File: config.mk
export PLATFORM = sky130hd
export DESIGN_NAME = psr_cfg_regs
export DESIGN_NICKNAME = d
export VERILOG_FILES = /design/src/hw/rtl/psr_pkg.sv /design/src/hw/rtl/psr_cfg_regs.sv
export SDC_FILE = /design/constraint.sdc
export NUM_CORES = 1
export LEC_CHECK = 0
export ABC_AREA = 1
export BUFFER_PORTS_ARGS = -buffer_cell sky130_fd_sc_hd__buf_4
export CAP_MARGIN = 20
export CORE_MARGIN = 8
export CORE_UTILIZATION = 43
export DETAILED_ROUTE_END_ITERATION = 16
export HOLD_SLACK_MARGIN = 0.02
export PLACE_DENSITY_LB_ADDON = 0.08
export RECOVER_POWER = 100
export SETUP_SLACK_MARGIN = 0.5
export SLEW_MARGIN = 0
export SYNTH_ARGS = -nofsm -noshare
export SYNTH_HDL_FRONTEND = slang
export SYNTH_SLANG_ARGS = --single-unit
File: constraint.sdc
create_clock -name clk -period 1 [get_ports clk]
set_clock_uncertainty 0.05 [all_clocks]
set_input_delay 0.25 -clock clk [delete_from_list [all_inputs] [get_ports clk]]
set_output_delay 0.25 -clock clk [all_outputs]
set_load 0.005 [all_outputs]
File: src/hw/rtl/psr_pkg.sv
// shared types, widths and helpers for the point scale/rotate pipeline
// no dependencies; every other file uses this package by scoped names
package psr_pkg;

    // intermediates are saturated to +-2^40, so 42 signed bits hold every stage value
    localparam int VAL_W      = 42;
    localparam int COEF_W     = 16;
    localparam int PROD_W     = VAL_W + COEF_W;
    localparam int SUM_W      = PROD_W + 1;
    localparam int OUT_W      = 32;
    localparam int ZOOM_W     = 8;
    localparam int CFG_ADDR_W = 3;
    localparam int CFG_DATA_W = 16;

    localparam logic signed [SUM_W-1:0] STAGE_LIMIT = SUM_W'(64'sh0000_0100_0000_0000);
    localparam logic signed [SUM_W-1:0] NEG_LIMIT   = -STAGE_LIMIT;

    typedef enum logic [CFG_ADDR_W-1:0] {
        REG_ZOOM   = 3'd0,
        REG_Z_GAIN = 3'd1,
        REG_COS_X  = 3'd2,
        REG_SIN_X  = 3'd3,
        REG_COS_Y  = 3'd4,
        REG_SIN_Y  = 3'd5,
        REG_COS_Z  = 3'd6,
        REG_SIN_Z  = 3'd7
    } cfg_idx_t;

    typedef logic signed [VAL_W-1:0]  val_t;
    typedef logic signed [COEF_W-1:0] coef_t;

    typedef struct packed {
        logic [ZOOM_W-1:0] zoom;
        coef_t             z_gain;
        coef_t             cos_x;
        coef_t             sin_x;
        coef_t             cos_y;
        coef_t             sin_y;
        coef_t             cos_z;
        coef_t             sin_z;
    } cfg_t;

    // scaled point
    typedef struct packed {
        val_t x;
        val_t y;
        val_t z;
    } pt_t;

    // one axis rotation: a and b are rotated, keep rides along
    typedef struct packed {
        val_t a;
        val_t b;
        val_t keep;
    } rot_t;

    function automatic val_t sat_val(input logic signed [SUM_W-1:0] v);
        val_t r;
        if (v > STAGE_LIMIT) begin
            r = STAGE_LIMIT[VAL_W-1:0];
        end else if (v < NEG_LIMIT) begin
            r = NEG_LIMIT[VAL_W-1:0];
        end else begin
            r = v[VAL_W-1:0];
        end
        return r;
    endfunction

endpackage

File: src/hw/rtl/psr_cfg_regs.sv
// configuration registers: zoom, height gain and the six Q2.14 coefficients
// depends on psr_pkg
module psr_cfg_regs (
    input  logic                           clk,
    input  logic                           rst_n,
    input  logic                           cfg_we,
    input  logic [psr_pkg::CFG_ADDR_W-1:0] cfg_addr,
    input  logic [psr_pkg::CFG_DATA_W-1:0] cfg_wdata,
    output psr_pkg::cfg_t                  cfg
);

    psr_pkg::cfg_t cfg_reg;
    psr_pkg::cfg_t cfg_next;

    always_comb
    begin
        cfg_next = cfg_reg;
        if (cfg_we)
        begin
            unique case (psr_pkg::cfg_idx_t'(cfg_addr))
                psr_pkg::REG_ZOOM:   cfg_next.zoom   = cfg_wdata[psr_pkg::ZOOM_W-1:0];
                psr_pkg::REG_Z_GAIN: cfg_next.z_gain = cfg_wdata;
                psr_pkg::REG_COS_X:  cfg_next.cos_x  = cfg_wdata;
                psr_pkg::REG_SIN_X:  cfg_next.sin_x  = cfg_wdata;
                psr_pkg::REG_COS_Y:  cfg_next.cos_y  = cfg_wdata;
                psr_pkg::REG_SIN_Y:  cfg_next.sin_y  = cfg_wdata;
                psr_pkg::REG_COS_Z:  cfg_next.cos_z  = cfg_wdata;
                psr_pkg::REG_SIN_Z:  cfg_next.sin_z  = cfg_wdata;
                default: ;
            endcase
        end
    end

    always_ff @(posedge clk or negedge rst_n)
    begin
        if (!rst_n)
        begin
            cfg_reg.zoom   <= 8'd1;
            cfg_reg.z_gain <= 16'sd1;
            cfg_reg.cos_x  <= 16'sd16384;
            cfg_reg.sin_x  <= 16'sd0;
            cfg_reg.cos_y  <= 16'sd16384;
            cfg_reg.sin_y  <= 16'sd0;
            cfg_reg.cos_z  <= 16'sd16384;
            cfg_reg.sin_z  <= 16'sd0;
        end
        else
        begin
            cfg_reg <= cfg_next;
        end
    end

    assign cfg = cfg_reg;

endmodule

==> results.md <==
* Status: finished, violations left
* Violated checks: negative hold slack, negative setup slack
* Netlist Area Pre-Place at 4676 µm²
* Final setup fails at 120
* Synth Area in XOR/XNOR at 0
* # fillers at 714
* Worst reg2reg endpoint: cfg[21]
* Core area at 10,750 µm²
* Max-Cap Viols at 0
* Setup ws final at -0.4475 ns
* Grt total ovfl at 0
* P_sw at 4839 µW
* Largest delay share family, worst path: flip-flops
* Max-slew headroom at 0.3700
* Vias/cell at 4.947
* Yosys warns at 0
* GR Util All Layers at 0.2152
* Fin. Hold Viols at 112
* Synthesized area per cell at 8.723 µm²
* Post-Synth Simple-Gate Area at 0.3235
* Share of cells above drive strength 1 at 0.4646
* Longest Clk Path Bufs at 2
* Tcrit/Tclk final at 1.448
* Vias in the first global route at 4,524
* Commonest non-fill, non-tap cell in the layout: nand2_1
* #FFs+latches synth at 120
* WS Path Type: reg -> out
* Crit path depth at 1
* Crit path DAT at 1.15 ns
* Multi-input gate area at 1873 µm²
* Area growth from synthesis to layout at 77.31%
* Crit path largest cell delay at 0.54 ns
* WL per Instance at 18.25 µm
* Layout net count at 786
* I/O pin count at 142
* Root Driver: clkbuf_8
* Logic pwr share at 0.284
* Commonest cells after routing, fill and taps aside: 244 x nand2_1, 186 x buf_6, 115 x dfrtp_1
* Post-route ant nets at 0
* Final min period at 1.448 ns
* Standard-cell rows at 38
* Seq/Total Area, Yosys at 0.6436
* Area share of fa/ha/maj cells after synthesis at 0
* DP HPWL at 10,060 µm
* Port Buffer Count at 141
* Complex-gate fraction of the synthesized area at 0
* Seq pwr share at 0.383
* Mux contribution to synthesized area at 0
* CTS tree: yes
* Initial Util at 0.4351
* Cell variety after synth at 13
* Synth Net Count at 558
* Initial DRC Count at 325
* Pwr Density at 2099 nW/µm²
* FF-to-FF Start: cfg[21]
* Detailed Routing Iterations Pass 1 at 4
* Critical-path cell list: buf_6
* Placed cell area at 6155 µm²
* Max reg flops at 120
* Int Pwr at 12,560 µW
* WL final at 16,730 µm
* Leakage power at 0.004305 µW
* Flop2flop setup slack at 0.07 ns
* Maximum vdd drop at 1.210 mV
* RSZ-0062 raised after global routing: yes
* Worst-Margin Slew at 0.9450 ns
* Post-route DRC at 0
* Final Hold Slack at -0.1159 ns
* Cells on worst reg2reg path at 4
* H-tree depth at 4
* Largest net degree at the start of global routing at 54
* N_diodes at 0
* Reg clk slew, reported paths at 0.06 ns
* Clk network pwr share at 0.333
* CP max FO at 2
* Largest family of logic cells by synthesized area: simple AND/OR/NAND/NOR gates
* Die Area at 14,470 µm²
* Max Freq at 690.8 MHz
* Finished Cell Area at 8290 µm²
* Worst setup path endpoint: cfg[96]
* Clk Latency, worst-skew pair at 0.52 ns
* Synthesized instance count at 536
* CTS Buf Count at 17
* Switching part of the total at 0.2781
* Critical path launch point type: register
* Via count at 4,536
* Max stage delay cell, worst path: dfstp_2
* Buf/Inv on CP at 1
* Sequential Area at 3009 µm²
* Max-slew violations at 0
* First-pass GRT wire length at 24,320 µm
* Die width at 120.3 µm
* Setup crit end kind: output pin
* Die height at 120.3 µm
* Hold crit path type: in -> async
* Worst EP required at 0.70 ns
* CTS sink count at 120
* DP Worst Slack at -0.3015 ns
* Gp weighted congestion at 0.7618
* Crit path from: cfg[96]
* Initial antenna violation count at 0
[layout make-up]
class                           count  area share
Sequential cell                   120      0.3630
Timing Repair Buffer              238      0.3150
Clock inverter                     12     0.01554
Inverter                            6    0.006942
Multi-Input combinational cell    381      0.2259
Tap cell                          140     0.02113
Clock buffer                       20     0.05252
[how the worst min path moves through the flow]
stage | startpoint | to | slack [ns]
final | rst_n | cfg[74] | -0.12
after global routing | rst_n | cfg[72] | -0.04
after CTS | rst_n | cfg[100] | -0.34
after detailed placement | rst_n | cfg[28] | 0.20
after global placement | rst_n | cfg[25] | 0.20
after floorplan | rst_n | cfg[0] | -0.1
[worst register-to-register path: stages (launching register included)]
cell and delay, ns:
dfrtp_1 0.44, buf_6 0.15, buf_6 0.10, nand2_2 0.05, nand2_1 0.05
[cell families after synthesis]
| group | count (synthesis) |
|---|---|
| and+or+nand+nor | 381 |
| buffers and inverters | 35 |
| DFF | 120 |
[repair_timing]
action / CTS / global route
setup endpoints to repair: 240 / 240
resized for setup: 149 / 124
hold endpoints to repair: 234 / 208
pin swaps: 59 / 75
setup buffers: 32 / 45
gates cloned: 1 / 0
[metrics by stage]
stage	hold slack (ns)	setup TNS, ns	utilization	instances	power (µW)
global placement	0.2020	-22.53	0.5728	807	9371
finish	-0.1159	-41.34	0.7715	917	17400
CTS	-0.3362	-42.51	0.7007	872	16360
global route	-0.03944	-46.14	0.7715	917	18170
floorplan	-0.09559	0	-	536	7339
detailed placement	0.2032	-24.69	0.5728	807	9452
[layer usage]
layer,vias to the layer above,part of all wire,GRT usage,routed length (µm)
met1,2226,0.39,0.2572,6567
met3,15,0.079,0.06807,1326
met2,172,0.52,0.3647,8677
li1,2123,-,-,-
met4,0,0.0097,0.06479,162
met5,-,0,0,0
[power by group through the flow]
stage	clock network, µW	logic (µW)	registers, µW
after global placement	0	2920	6450
after detailed placement	0	2990	6460
final	5800	4940	6660
after floorplan	0	919	6420
after CTS	5820	3960	6570
after global routing	6080	5360	6730
[cells in the mapped netlist]
| cell | n | area (µm²) |
|---|---|---|
| nand2_2 | 2 | 12.51 |
| nand2_1 | 315 | 1182 |
| nor2_1 | 5 | 18.77 |
| clkbuf_1 | 10 | 37.54 |
| dfstp_2 | 5 | 131.4 |
| nand3_1 | 56 | 280.3 |
| inv_2 | 1 | 3.750 |
| dfrtp_1 | 115 | 2878 |
| inv_1 | 5 | 18.77 |
| nor2_2 | 3 | 18.77 |
| buf_1 | 1 | 3.750 |
| buf_2 | 14 | 70.07 |
| clkbuf_2 | 4 | 20.02 |
Power figures use the tool's default switching activity.
