**config.mk**
```make
export PLATFORM = sky130hd
export DESIGN_NAME = psr_scale_flat
export DESIGN_NICKNAME = d
export VERILOG_FILES = /design/src/hw/rtl/psr_pkg.sv /design/src/hw/rtl/psr_if.sv /design/src/hw/rtl/psr_scale.sv /design/src/flat_wrapper.sv
export SDC_FILE = /design/constraint.sdc
export NUM_CORES = 1
export LEC_CHECK = 0
export ABC_AREA = 1
export ABC_CLOCK_PERIOD_IN_PS = 6850
export BUFFER_PORTS_ARGS = -buffer_cell sky130_fd_sc_hd__buf_2
export CAP_MARGIN = 10
export CELL_PAD_IN_SITES_DETAIL_PLACEMENT = 0
export CELL_PAD_IN_SITES_GLOBAL_PLACEMENT = 1
export CORE_ASPECT_RATIO = 0.8
export CORE_UTILIZATION = 45
export DETAILED_ROUTE_END_ITERATION = 16
export PLACE_DENSITY_LB_ADDON = 0.1
export SETUP_SLACK_MARGIN = 0.5
export SYNTH_ARGS = -nofsm -noshare
export SYNTH_HDL_FRONTEND = slang
export SYNTH_SLANG_ARGS = --single-unit
```
**constraint.sdc**
```tcl
create_clock -name clk -period 6.85 [get_ports clk]
set_input_delay 1.0275 -clock clk [delete_from_list [all_inputs] [get_ports clk]]
set_output_delay 1.0275 -clock clk [all_outputs]
set_load 0.02 [all_outputs]
```
**src/hw/rtl/psr_pkg.sv**
```systemverilog
// shared types, widths and helpers for the point scale/rotate pipeline
// no dependencies; every other file uses this package by scoped names
package psr_pkg;

    // intermediates are saturated to +-2^40, so 42 signed bits hold every stage value
    localparam int VAL_W      = 42;
    localparam int COEF_W     = 16;
    localparam int PROD_W     = VAL_W + COEF_W;
    localparam int SUM_W      = PROD_W + 1;
    localparam int OUT_W      = 32;
    localparam int ZOOM_W     = 8;
    localparam int CFG_ADDR_W = 3;
    localparam int CFG_DATA_W = 16;

    localparam logic signed [SUM_W-1:0] STAGE_LIMIT = SUM_W'(64'sh0000_0100_0000_0000);
    localparam logic signed [SUM_W-1:0] NEG_LIMIT   = -STAGE_LIMIT;

    typedef enum logic [CFG_ADDR_W-1:0] {
        REG_ZOOM   = 3'd0,
        REG_Z_GAIN = 3'd1,
        REG_COS_X  = 3'd2,
        REG_SIN_X  = 3'd3,
        REG_COS_Y  = 3'd4,
        REG_SIN_Y  = 3'd5,
        REG_COS_Z  = 3'd6,
        REG_SIN_Z  = 3'd7
    } cfg_idx_t;

    typedef logic signed [VAL_W-1:0]  val_t;
    typedef logic signed [COEF_W-1:0] coef_t;

    typedef struct packed {
        logic [ZOOM_W-1:0] zoom;
        coef_t             z_gain;
        coef_t             cos_x;
        coef_t             sin_x;
        coef_t             cos_y;
        coef_t             sin_y;
        coef_t             cos_z;
        coef_t             sin_z;
    } cfg_t;

    // scaled point
    typedef struct packed {
        val_t x;
        val_t y;
        val_t z;
    } pt_t;

    // one axis rotation: a and b are rotated, keep rides along
    typedef struct packed {
        val_t a;
        val_t b;
        val_t keep;
    } rot_t;

    function automatic val_t sat_val(input logic signed [SUM_W-1:0] v);
        val_t r;
        if (v > STAGE_LIMIT) begin
            r = STAGE_LIMIT[VAL_W-1:0];
        end else if (v < NEG_LIMIT) begin
            r = NEG_LIMIT[VAL_W-1:0];
        end else begin
            r = v[VAL_W-1:0];
        end
        return r;
    endfunction

endpackage

```
**src/hw/rtl/psr_if.sv**
```systemverilog
// valid/ready channel interfaces for points in and transformed results out
// depends on psr_pkg for the result width
interface psr_in_if #(
    parameter int COORD_WIDTH = 16
);
    logic                          valid;
    logic                          ready;
    logic signed [COORD_WIDTH-1:0] src_x;
    logic signed [COORD_WIDTH-1:0] src_y;
    logic signed [COORD_WIDTH-1:0] src_z;

    modport source (output valid, output src_x, output src_y, output src_z, input ready);
    modport sink   (input valid, input src_x, input src_y, input src_z, output ready);
endinterface


```
**src/hw/rtl/psr_scale.sv**
```systemverilog
// input stage: multiplies grid x, y by zoom and height by the height gain
// depends on psr_pkg and psr_in_if
module psr_scale #(
    parameter int COORD_WIDTH = 16
) (
    input  logic          clk,
    input  logic          rst_n,
    psr_in_if.sink        point,
    input  psr_pkg::cfg_t cfg,
    output logic          out_valid,
    input  logic          out_ready,
    output psr_pkg::pt_t  out_pt
);

    logic                                          valid_reg;
    logic                                          en;
    logic signed [COORD_WIDTH+psr_pkg::ZOOM_W:0]   prod_x;
    logic signed [COORD_WIDTH+psr_pkg::ZOOM_W:0]   prod_y;
    logic signed [COORD_WIDTH+psr_pkg::COEF_W-1:0] prod_z;
    psr_pkg::pt_t                                  pt_reg;
    psr_pkg::pt_t                                  pt_next;

    // zoom is unsigned, so it gets a zero sign bit
    assign prod_x = point.src_x * $signed({1'b0, cfg.zoom});
    assign prod_y = point.src_y * $signed({1'b0, cfg.zoom});
    assign prod_z = point.src_z * cfg.z_gain;

    always_comb
    begin
        pt_next.x = psr_pkg::sat_val(psr_pkg::SUM_W'(prod_x));
        pt_next.y = psr_pkg::sat_val(psr_pkg::SUM_W'(prod_y));
        pt_next.z = psr_pkg::sat_val(psr_pkg::SUM_W'(prod_z));
    end

    assign en          = !valid_reg || out_ready;
    assign point.ready = en;

    always_ff @(posedge clk or negedge rst_n)
    begin
        if (!rst_n)
        begin
            valid_reg <= 1'b0;
        end
        else if (en)
        begin
            valid_reg <= point.valid;
        end
    end

    always_ff @(posedge clk)
    begin
        if (en && point.valid)
        begin
            pt_reg <= pt_next;
        end
    end

    assign out_valid = valid_reg;
    assign out_pt    = pt_reg;

endmodule

```
**src/flat_wrapper.sv**
```systemverilog
// flat-port wrapper written by rule: the top's interface ports become plain ports
module psr_scale_flat 
#(
    parameter int COORD_WIDTH = 16
)
  (clk, rst_n, cfg, out_valid, out_ready, out_pt, point_valid, point_src_x, point_src_y, point_src_z, point_ready);
  psr_in_if #(.COORD_WIDTH(COORD_WIDTH)) point_i ();
  input  logic clk;
  input  logic rst_n;
  input  psr_pkg::cfg_t cfg;
  output logic out_valid;
  input  logic out_ready;
  output psr_pkg::pt_t out_pt;
  input wire logic [$bits(point_i.valid)-1:0] point_valid;
  input wire logic [$bits(point_i.src_x)-1:0] point_src_x;
  input wire logic [$bits(point_i.src_y)-1:0] point_src_y;
  input wire logic [$bits(point_i.src_z)-1:0] point_src_z;
  output wire logic [$bits(point_i.ready)-1:0] point_ready;
  assign point_i.valid = point_valid;
  assign point_i.src_x = point_src_x;
  assign point_i.src_y = point_src_y;
  assign point_i.src_z = point_src_z;
  assign point_ready = point_i.ready;
  psr_scale #(.COORD_WIDTH(COORD_WIDTH)) u_core (.clk(clk), .rst_n(rst_n), .point(point_i), .cfg(cfg), .out_valid(out_valid), .out_ready(out_ready), .out_pt(out_pt));
endmodule
```
==> run summary, run 1 <==
Status -> finished, final reports clean
Syn Nets -> 3878
Global Route Usage Sum -> 23.7%
Worst-Skew Late Latency -> 0.39 ns
Post-synth EDFFs -> 82
Core Region -> 51600 um2
Die Y -> 207 um
Worst Setup SP -> point_src_z[6]
Initial antenna violation count -> 2
Number of hold buffers added after cts -> 0
TritonCTS Buffers -> 9
CTS tree -> done
Period minus WS final -> 6.14 ns
Initial core utilization -> 46.0%
Final setup skew -> 0.00902 ns
Seq/Total Area, Yosys -> 10.5%
Final #Nets -> 3956
Sequential Area -> 2490 um2
Area fraction of the dominant cell type after synthesis -> 39.3%
Critical R2R Launch -> u_core.out_valid
Yosys reg bits -> 83
Hold Violations, Final -> 0
Fill count -> 5125
Worst-margin pin slew -> 0.884 ns
R2R cell count -> 2
Total die area -> 53700 um2
Buffers on Ports -> 203
Final WL -> 60400 um
Root Driver -> clkbuf_16
Syn avg cell area -> 7.76 um2
Synth area leaders -> fa_1 39%, inv_1 15%, nand2_1 13%
Setup TNS -> 0 ns
Ys async rst share -> 1.20%
Antenna Violating Nets Remaining -> 0
Synthesized area -> 23700 um2
Max-slew violations -> 0
Startpoint Class -> input pin
Hold Crit Class -> in2async
CTS Buffer Depth -> 2
Vias in the first global route -> 18570
Site Rows -> 74
Global route overflow -> 0
Die Wd -> 259 um
Final setup violation count -> 0
Largest net degree at the start of global routing -> 61
Num ports -> 300
Vias post-DR -> 18173
Worst Path Max Fanout -> 14
Layout cells sized above 1 -> 8.82%
Main synth FF type -> edfxtp_1
Via-per-instance ratio -> 4.75
Fmax -> 0.163 GHz
Rel. slew slack -> 41.1%
RSZ-0062 raised after global routing -> yes
Synth Instances -> 3058
Post-CTS Setup Bufs -> 0
Worst Setup End Kind -> flip-flop
Detailed Route Iter0 Violations -> 1226
Post-synth top cells -> 952 x inv_1, 817 x nand2_1, 466 x fa_1, 182 x ha_1
Final Cycle Share -> 89.6%
Final GP Congestion -> 0.890
Routed WL per cell -> 15.8 um
Max-cap viol count -> 0
Clock Sinks -> 83
CP required -> 6.99 ns
Yosys cell types -> 36
Crit Path Class -> in2reg
First-pass GRT wire length -> 99800 um
# H-tree levels -> 3
Most frequent cell after synthesis -> inv_1
Clock slew at reported path FFs -> 0.07 ns
DRC -> 0
Yosys warnings -> 0
P&R area growth vs syn -> 6.69%
Area occupied by multi-input gates -> 16900 um2
Area leader, netlist -> fa_1
WP data arrival -> 6.28 ns
Hpwl dp -> 50800 um
Drt first pass iters -> 5
## sequential cells by signal (all words and copies together) (netlist names)
signal	flops
u_core.out_valid	1
u_core.out_pt	82
## path summary, 6_finish.rpt
check                                      to  slack (ns)
max reg2reg                u_core.out_pt[107]        4.54
max in group asynchronous    u_core.out_valid        6.38
min reg2reg                  u_core.out_valid        0.58
max                         u_core.out_pt[39]        0.71
min                          u_core.out_valid        0.39
min in group clk             u_core.out_valid        0.58
## layout by cell type (no fill, tap or decap), types with 15 or more instances in the layout
| cell type | n |
|---|---|
| inv_1 | 952 |
| nand2_1 | 817 |
| fa_1 | 463 |
| buf_2 | 199 |
| ha_1 | 182 |
| nor2_1 | 86 |
| edfxtp_1 | 82 |
| a21oi_1 | 76 |
| nand3_1 | 59 |
| xor2_1 | 35 |
| o21ai_0 | 33 |
| nand4_1 | 29 |
| buf_4 | 22 |
| nor3_1 | 15 |
## worst max-delay path: stages
cell	delay, ns
buf_2	0.39
nand2_1	0.15
fa_1	0.51
inv_1	0.05
fa_1	0.50
inv_1	0.06
fa_1	0.54
inv_1	0.05
fa_1	0.45
fa_1	0.50
inv_1	0.07
fa_1	0.49
inv_1	0.11
ha_1	0.39
nand2_2	0.14
inv_1	0.05
a21oi_1	0.28
nand3_1	0.19
nand2_1	0.13
nand3_1	0.08
nand2_1	0.07
nand2_1	0.05
## stage by stage
step,std cells,setup slack (ns),cell area [um2],util (%),hold WS [ns]
2_1_floorplan,3058,0.613,23700,-,0.732
3_3_place_gp,3809,0.150,25000,48.5,0.549
3_5_place_dp,3809,0.193,25000,48.5,0.566
4_1_cts,3825,0.581,25300,49.1,0.366
5_1_grt,3827,0.490,25300,49.1,0.374
6_report,3828,0.712,25300,49.1,0.393
## cell families after synthesis
| kind of cell | Yosys count | synth area share [%] |
|---|---|---|
| buffers and inverters | 1114 | 18.4 |
| adder cells (fa/ha/maj) | 648 | 48.9 |
| XOR/XNOR | 47 | 1.73 |
| AO/OA/AOI/OAI | 130 | 2.97 |
| flip-flops | 83 | 10.5 |
| AND/OR/NAND/NOR | 1036 | 17.5 |
## what timing repair did
| action | CTS | global route |
|---|---|---|
| resized for setup | 0 | 7 |
| endpoints found under the hold margin | 0 | 0 |
| endpoints found under the setup margin | 0 | 10 |
## cell type report
| class | count | share of cell area, % |
|---|---|---|
| multi-input combinational | 1861 | 66.7 |
| clock inverter | 7 | 0.321 |
| timing repair buffer | 225 | 4.70 |
| clock buffer | 9 | 0.889 |
| tap | 684 | 3.38 |
| inverter | 956 | 14.2 |
| sequential | 83 | 9.82 |
| antenna | 3 | 0.0296 |
## metal layers
| metal | GRT usage [%] | wire, um |
|---|---|---|
| met2 | 33.1 | 24400 |
| met5 | 0 | 0 |
| met3 | 3.19 | 3410 |
| met1 | 38.9 | 31900 |
| met4 | 4.10 | 729 |
Power of run 1 is not shown: default switching activity piles up to over one toggle a cycle in this logic, so the estimate is an artifact.
==> run 2: changes to the inputs <==
--- a/config.mk
+++ b/config.mk
@@ -6,7 +6,7 @@
 export NUM_CORES = 1
 export LEC_CHECK = 0
 export ABC_AREA = 1
-export ABC_CLOCK_PERIOD_IN_PS = 6850
+export ABC_CLOCK_PERIOD_IN_PS = 6640
 export BUFFER_PORTS_ARGS = -buffer_cell sky130_fd_sc_hd__buf_2
 export CAP_MARGIN = 10
 export CELL_PAD_IN_SITES_DETAIL_PLACEMENT = 0
==> constraint.sdc (replaced) <==
create_clock -name clk -period 6.64 [get_ports clk]
set_input_delay 0.996 -clock clk [delete_from_list [all_inputs] [get_ports clk]]
set_output_delay 0.996 -clock clk [all_outputs]
set_load 0.02 [all_outputs]
==> run 2 against run 1 <==
  * Final cell count is 0.24% higher
  * Worst hold slack worse by 0.036 ns
  * Flip-flop and latch count is the same
  * Global-route usage is 0.12 points higher
  * Critical endpoint is now u_core.out_pt[30]
  * Largest cell class unchanged
==> run summary, run 2 (same netlist as run 1, synthesis figures left out) <==
Status -> finished, final reports clean (unchanged)
GR met1 Demand/Resource -> 38.1% (was 38.9%)
Routed WL per cell -> 15.8 um (about the same)
Largest net degree at the start of global routing -> 61 (unchanged)
Place WS -> 0.149 ns (was 0.193 ns)
Commonest non-fill, non-tap cell in the layout -> inv_1 (unchanged)
Period minus WS final -> 6.05 ns
Vias post-DR -> 18251 (was 18173)
Final setup skew -> 0.0187 ns (was 0.00902 ns)
Hold Crit Class -> in2async (unchanged)
CTS tree -> done (unchanged)
P&R area growth vs syn -> 7.69% (was 6.69%)
Crit Path Class -> in2reg (unchanged)
Initial antenna violation count -> 2 (unchanged)
# H-tree levels -> 3 (unchanged)
Worst-Skew Late Latency -> 0.39 ns (about the same)
Crit-path cells -> clkbuf_4 -> buf_4 -> nand2_1 -> fa_1 -> fa_1 -> fa_1 -> fa_1 -> inv_1 -> fa_1 -> fa_1 -> ha_1 -> a21oi_1 -> o21bai_1 -> inv_1 -> nand3_1 -> nand2_1 -> nand2_1 -> nand2_1 -> nand2_1 (was buf_2 -> nand2_1 -> fa_1 -> inv_1 -> fa_1 -> inv_1 -> fa_1 -> inv_1 -> fa_1 -> fa_1 -> inv_1 -> fa_1 -> inv_1 -> ha_1 -> nand2_2 -> inv_1 -> a21oi_1 -> nand3_1 -> nand2_1 -> nand3_1 -> nand2_1 -> nand2_1)
Drt first pass iters -> 6 (was 5)
Max-slew violations -> 0 (unchanged)
Buffers on Ports -> 203 (unchanged)
DRC -> 0 (unchanged)
Detailed Route Iter0 Violations -> 1266 (was 1226)
Hpwl dp -> 51000 um (was 50800 um)
Vias in the first global route -> 18658 (was 18570)
Final WL -> 60800 um (was 60400 um)
Most frequent cells in the layout -> 950 x inv_1, 816 x nand2_1, 460 x fa_1 (was 952 x inv_1, 817 x nand2_1, 463 x fa_1)
Worst Path Max Fanout -> 9 (was 14)
TritonCTS Buffers -> 9 (unchanged)
Startpoint Class -> input pin (unchanged)
Die Wd -> 259 um (unchanged)
CP dominant cell by count -> fa_1
Hold Violations, Final -> 0 (unchanged)
Worst path slowest cell -> fa_1 (unchanged)
Worst Setup End Kind -> flip-flop (unchanged)
GR Util met3 -> 4.82% (was 3.19%)
Fill count -> 5143 (was 5125)
Layout cells sized above 1 -> 10.0% (was 8.82%)
GR Util met2 -> 33.4% (was 33.1%)
CP peak stage delay -> 0.55 ns (was 0.54 ns)
Core Region -> 51600 um2 (unchanged)
Hold WS -> 0.357 ns (was 0.393 ns)
CTS Buffer Depth -> 2 (unchanged)
Number of hold buffers added after cts -> 0 (unchanged)
Global Route Usage Sum -> 23.9% (was 23.7%)
Root Driver -> clkbuf_16 (unchanged)
WP data arrival -> 6.19 ns (was 6.28 ns)
Via-per-instance ratio -> 4.76 (was 4.75)
Busiest grt layer -> met1 (unchanged)
Final Cycle Share -> 91.1%
Site Rows -> 74 (unchanged)
Max reg flops -> 82 (unchanged)
Antenna Violating Nets Remaining -> 0 (unchanged)
First-pass GRT wire length -> 100000 um (was 99800 um)
Final setup violation count -> 0 (unchanged)
Initial core utilization -> 46.0% (unchanged)
Final GP Congestion -> 0.885 (was 0.890)
Clock slew at reported path FFs -> 0.08 ns (was 0.07 ns)
CP required -> 6.78 ns (was 6.99 ns)
Global route overflow -> 0 (unchanged)
Max-cap viol count -> 0 (unchanged)
WP buf/inv -> 4 (was 7)
Rel. slew slack -> 40.2% (was 41.1%)
Num ports -> 300 (unchanged)
RSZ-0062 raised after global routing -> yes (unchanged)
Final #Nets -> 3966 (was 3956)
Critical R2R Launch -> u_core.out_valid (unchanged)
Worst Setup SP -> point_src_z[7] (was point_src_z[6])
Final setup margin -> 0.589 ns (was 0.712 ns)
Worst-margin pin slew -> 0.898 ns (was 0.884 ns)
Top delay family on crit path -> adder cells (unchanged)
Total die area -> 53700 um2 (unchanged)
Die Y -> 207 um (unchanged)
Clock Sinks -> 83 (unchanged)
Setup TNS -> 0 ns (unchanged)
Final Util -> 49.6% (was 49.1%)
Fmax -> 0.165 GHz
==> run 2: cell count changes in the layout (fill, tap and decap cells not counted), sizes merged <==
cell	before	now
clkinvlp	0	2
diode	3	2
inv	960	959
bufinv	1	0
clkbuf	13	23
==> run 2: cell type report <==
type                       count  area [um2]  share of cell area [%]
antenna                        2        5.00                  0.0196
clock buffer                   9         225                   0.881
clock inverter                 7        57.6                   0.225
inverter                     956        3590                    14.0
multi-input combinational   1861       17000                    66.5
sequential                    83        2490                    9.73
tap                          684         856                    3.35
timing repair buffer         235        1340                    5.24
==> run 2: final timing paths <==
kind                                      end  slack, ns  cells past startpoint
min in group clk             u_core.out_valid       0.58                      2
setup / recovery            u_core.out_pt[30]       0.59                     19
hold / removal               u_core.out_valid       0.36                      1
setup reg to reg           u_core.out_pt[104]       4.30                      2
max in group asynchronous    u_core.out_valid       6.20                      1
hold reg to reg              u_core.out_valid       0.58                      2
==> run 2: per-layer routing <==
metal,up-vias,wire length [um]
li1,8811,-
met3,31,4300
met2,501,24700
met4,0,489
met1,8908,31300
met5,-,0
==> run 2: timing repair <==
action                                  in CTS  in global routing
buffers inserted                             0                  2
endpoints found under the setup margin       0                 18
hold endpoints to repair                     0                  0
resized for setup                            0                 54
==> run 2: stage by stage <==
step / instances / area [um2]
after CTS: 3833 / 25400
after floorplan: 3058 / 23700
after detailed placement: 3817 / 25100
after global routing: 3837 / 25600
final: 3837 / 25600
after global placement: 3817 / 25100
Power of run 2 is left out for the same reason.
==> run 3: changes to the inputs <==
--- a/config.mk
+++ b/config.mk
@@ -9,10 +9,10 @@
 export ABC_CLOCK_PERIOD_IN_PS = 6640
 export BUFFER_PORTS_ARGS = -buffer_cell sky130_fd_sc_hd__buf_2
 export CAP_MARGIN = 10
-export CELL_PAD_IN_SITES_DETAIL_PLACEMENT = 0
-export CELL_PAD_IN_SITES_GLOBAL_PLACEMENT = 1
+export CELL_PAD_IN_SITES_DETAIL_PLACEMENT = 1
+export CELL_PAD_IN_SITES_GLOBAL_PLACEMENT = 2
 export CORE_ASPECT_RATIO = 0.8
-export CORE_UTILIZATION = 45
+export CORE_UTILIZATION = 36
 export DETAILED_ROUTE_END_ITERATION = 16
 export PLACE_DENSITY_LB_ADDON = 0.1
 export SETUP_SLACK_MARGIN = 0.5
==> run 3 against run 2 <==
  * Global-route usage shrank 1.5 points
  * Routed wire length rose by 16%
  * Clock skew shrank 0.0016 ns
  * Setup slack better by 0.049 ns
  * Highest routed layer unchanged
  * Register-to-register slack worse by 0.16 ns
  * Non-clock buffer count is 22 higher
==> run summary, run 3 (same netlist as run 1, synthesis figures left out) <==
Detailed Route Iter0 Violations -> 757 (was 1266)
CTS tree -> done (unchanged)
Max-cap viol count -> 0 (unchanged)
CP dominant cell by count -> fa_1 (unchanged)
TritonCTS Buffers -> 9 (unchanged)
Clock Sinks -> 83 (unchanged)
Worst path slowest cell -> fa_1 (unchanged)
Hold Violations, Final -> 0 (unchanged)
Core Region -> 64700 um2 (was 51600 um2)
Vias post-DR -> 18642 (was 18251)
Global Route Usage Sum -> 22.4% (was 23.9%)
Die Wd -> 289 um (was 259 um)
Final GP Congestion -> 0.874 (was 0.885)
Routed WL per cell -> 17.5 um (was 15.8 um)
Placed cells -> 4006 (was 3817)
Antenna Violating Nets Remaining -> 0 (unchanged)
Hold Crit Class -> in2async (unchanged)
Final #Nets -> 3988 (was 3966)
RSZ-0062 raised after global routing -> yes (unchanged)
Vias in the first global route -> 20934 (was 18658)
Final WL -> 70500 um (was 60800 um)
Startpoint Class -> input pin (unchanged)
Non-Filler Instances -> 4025 (was 3837)
Hpwl dp -> 60200 um (was 51000 um)
Max reg flops -> 82 (unchanged)
Buffers on Ports -> 203 (unchanged)
Top delay family on crit path -> adder cells (unchanged)
Initial core utilization -> 36.7% (was 46.0%)
Setup TNS -> 0 ns (unchanged)
Crit-path cells -> buf_2 -> buf_12 -> buf_4 -> nand2_1 -> inv_1 -> fa_1 -> fa_1 -> fa_1 -> fa_1 -> fa_1 -> inv_1 -> fa_1 -> inv_1 -> ha_1 -> nand2_1 -> nor2_2 -> inv_1 -> nor3_2 -> nand3_1 -> nand4_1 -> nand2_1 (was clkbuf_4 -> buf_4 -> nand2_1 -> fa_1 -> fa_1 -> fa_1 -> fa_1 -> inv_1 -> fa_1 -> fa_1 -> ha_1 -> a21oi_1 -> o21bai_1 -> inv_1 -> nand3_1 -> nand2_1 -> nand2_1 -> nand2_1 -> nand2_1)
Critical R2R Launch -> u_core.out_valid (unchanged)
DRC -> 0 (unchanged)
Worst-Skew Late Latency -> 0.39 ns (about the same)
Clock slew at reported path FFs -> 0.09 ns (was 0.08 ns)
WP data arrival -> 6.14 ns (was 6.19 ns)
Fmax -> 0.167 GHz (was 0.165 GHz)
CP peak stage delay -> 0.62 ns (was 0.55 ns)
Number of hold buffers added after cts -> 0 (unchanged)
Worst-margin pin slew -> 1.13 ns (was 0.898 ns)
Rel. slew slack -> 24.8% (was 40.2%)
Worst Setup End Kind -> flip-flop (unchanged)
Final setup skew -> 0.0171 ns (was 0.0187 ns)
First-pass GRT wire length -> 116000 um (was 100000 um)
Via-per-instance ratio -> 4.63 (was 4.76)
Initial antenna violation count -> 1 (was 2)
WP buf/inv -> 7 (was 4)
CTS Buffer Depth -> 2 (unchanged)
Most frequent cells in the layout -> 952 x inv_1, 816 x nand2_1, 461 x fa_1 (was 950 x inv_1, 816 x nand2_1, 460 x fa_1)
Final setup violation count -> 0 (unchanged)
P&R area growth vs syn -> 9.35% (was 7.69%)
Worst Path Max Fanout -> 6 (was 9)
Max-slew violations -> 0 (unchanged)
Root Driver -> clkbuf_16 (unchanged)
Drt first pass iters -> 5 (was 6)
Largest net degree at the start of global routing -> 51 (was 61)
Final Cycle Share -> 90.4% (was 91.1%)
Die Y -> 232 um (was 207 um)
# H-tree levels -> 3 (unchanged)
Crit Path Class -> in2reg (unchanged)
CP required -> 6.78 ns (about the same)
Status -> finished, final reports clean (unchanged)
Global route overflow -> 0 (unchanged)
Num ports -> 300 (unchanged)
Period minus WS final -> 6.00 ns (was 6.05 ns)
Final Util -> 40.1% (was 49.6%)
Total die area -> 67000 um2 (was 53700 um2)
Site Rows -> 83 (was 74)
Layout cells sized above 1 -> 10.4% (was 10.0%)
Hold WS -> 0.380 ns (was 0.357 ns)
Commonest non-fill, non-tap cell in the layout -> inv_1 (unchanged)
Worst Setup SP -> point_src_z[5] (was point_src_z[7])
-- run 3: changes by cell type in the layout (fill, tap and decap cells not counted), sizes merged --
cell	before	now
clkbuf	23	20
clkinvlp	2	0
buf	221	246
clkinv	2	3
inv	959	960
-- run 3: timing repair --
| item | CTS | global route |
|---|---|---|
| setup buffers | 0 | 1 |
| resized for setup | 1 | 43 |
| pin swaps | 0 | 1 |
| setup endpoints to repair | 3 | 18 |
-- run 3: area by class of cell --
| type | count | area (um2) |
|---|---|---|
| flip-flops and latches | 83 | 2490 |
| well taps | 850 | 1060 |
| inverters | 956 | 3590 |
| diodes | 2 | 5.00 |
| clock inverters | 7 | 76.3 |
| repair buffers | 257 | 1510 |
| fillers | 8002 | 38700 |
| clock buffers | 9 | 225 |
| multi-input cells | 1861 | 17000 |
-- run 3: worst paths after layout --
kind                            depth (start not counted)                  to  slack [ns]
max in group asynchronous                               1    u_core.out_valid        6.17
worst min register to register                          2    u_core.out_valid        0.59
min in group clk                                        2    u_core.out_valid        0.59
worst max register to register                          2  u_core.out_pt[103]        4.14
worst min-delay path                                    1    u_core.out_valid        0.38
worst max-delay path                                   21   u_core.out_pt[26]        0.64
-- run 3: worst register-to-register path, cell delays in order (launching register included) --
cell,delay [ns]
dfrtp_1,0.42
a21oi_4,0.88
buf_4,0.72
-- run 3: routing by layer --
layer  track usage (%)  share of wire, %  vias up
li1                  -                 -     8863
met1              35.3                53     9470
met2              33.4                42      283
met3              2.56               3.6       26
met4              2.75              0.63        0
met5                 0                 0        -
-- run 3: stage by stage --
stage          cell area (um2)  setup slack, ns
4_1_cts                  25800            0.502
3_3_place_gp             25500            0.115
6_report                 26000            0.638
5_1_grt                  26000            0.437
3_5_place_dp             25500           0.0258
2_1_floorplan            23700            0.527
Power of run 3 is left out for the same reason.
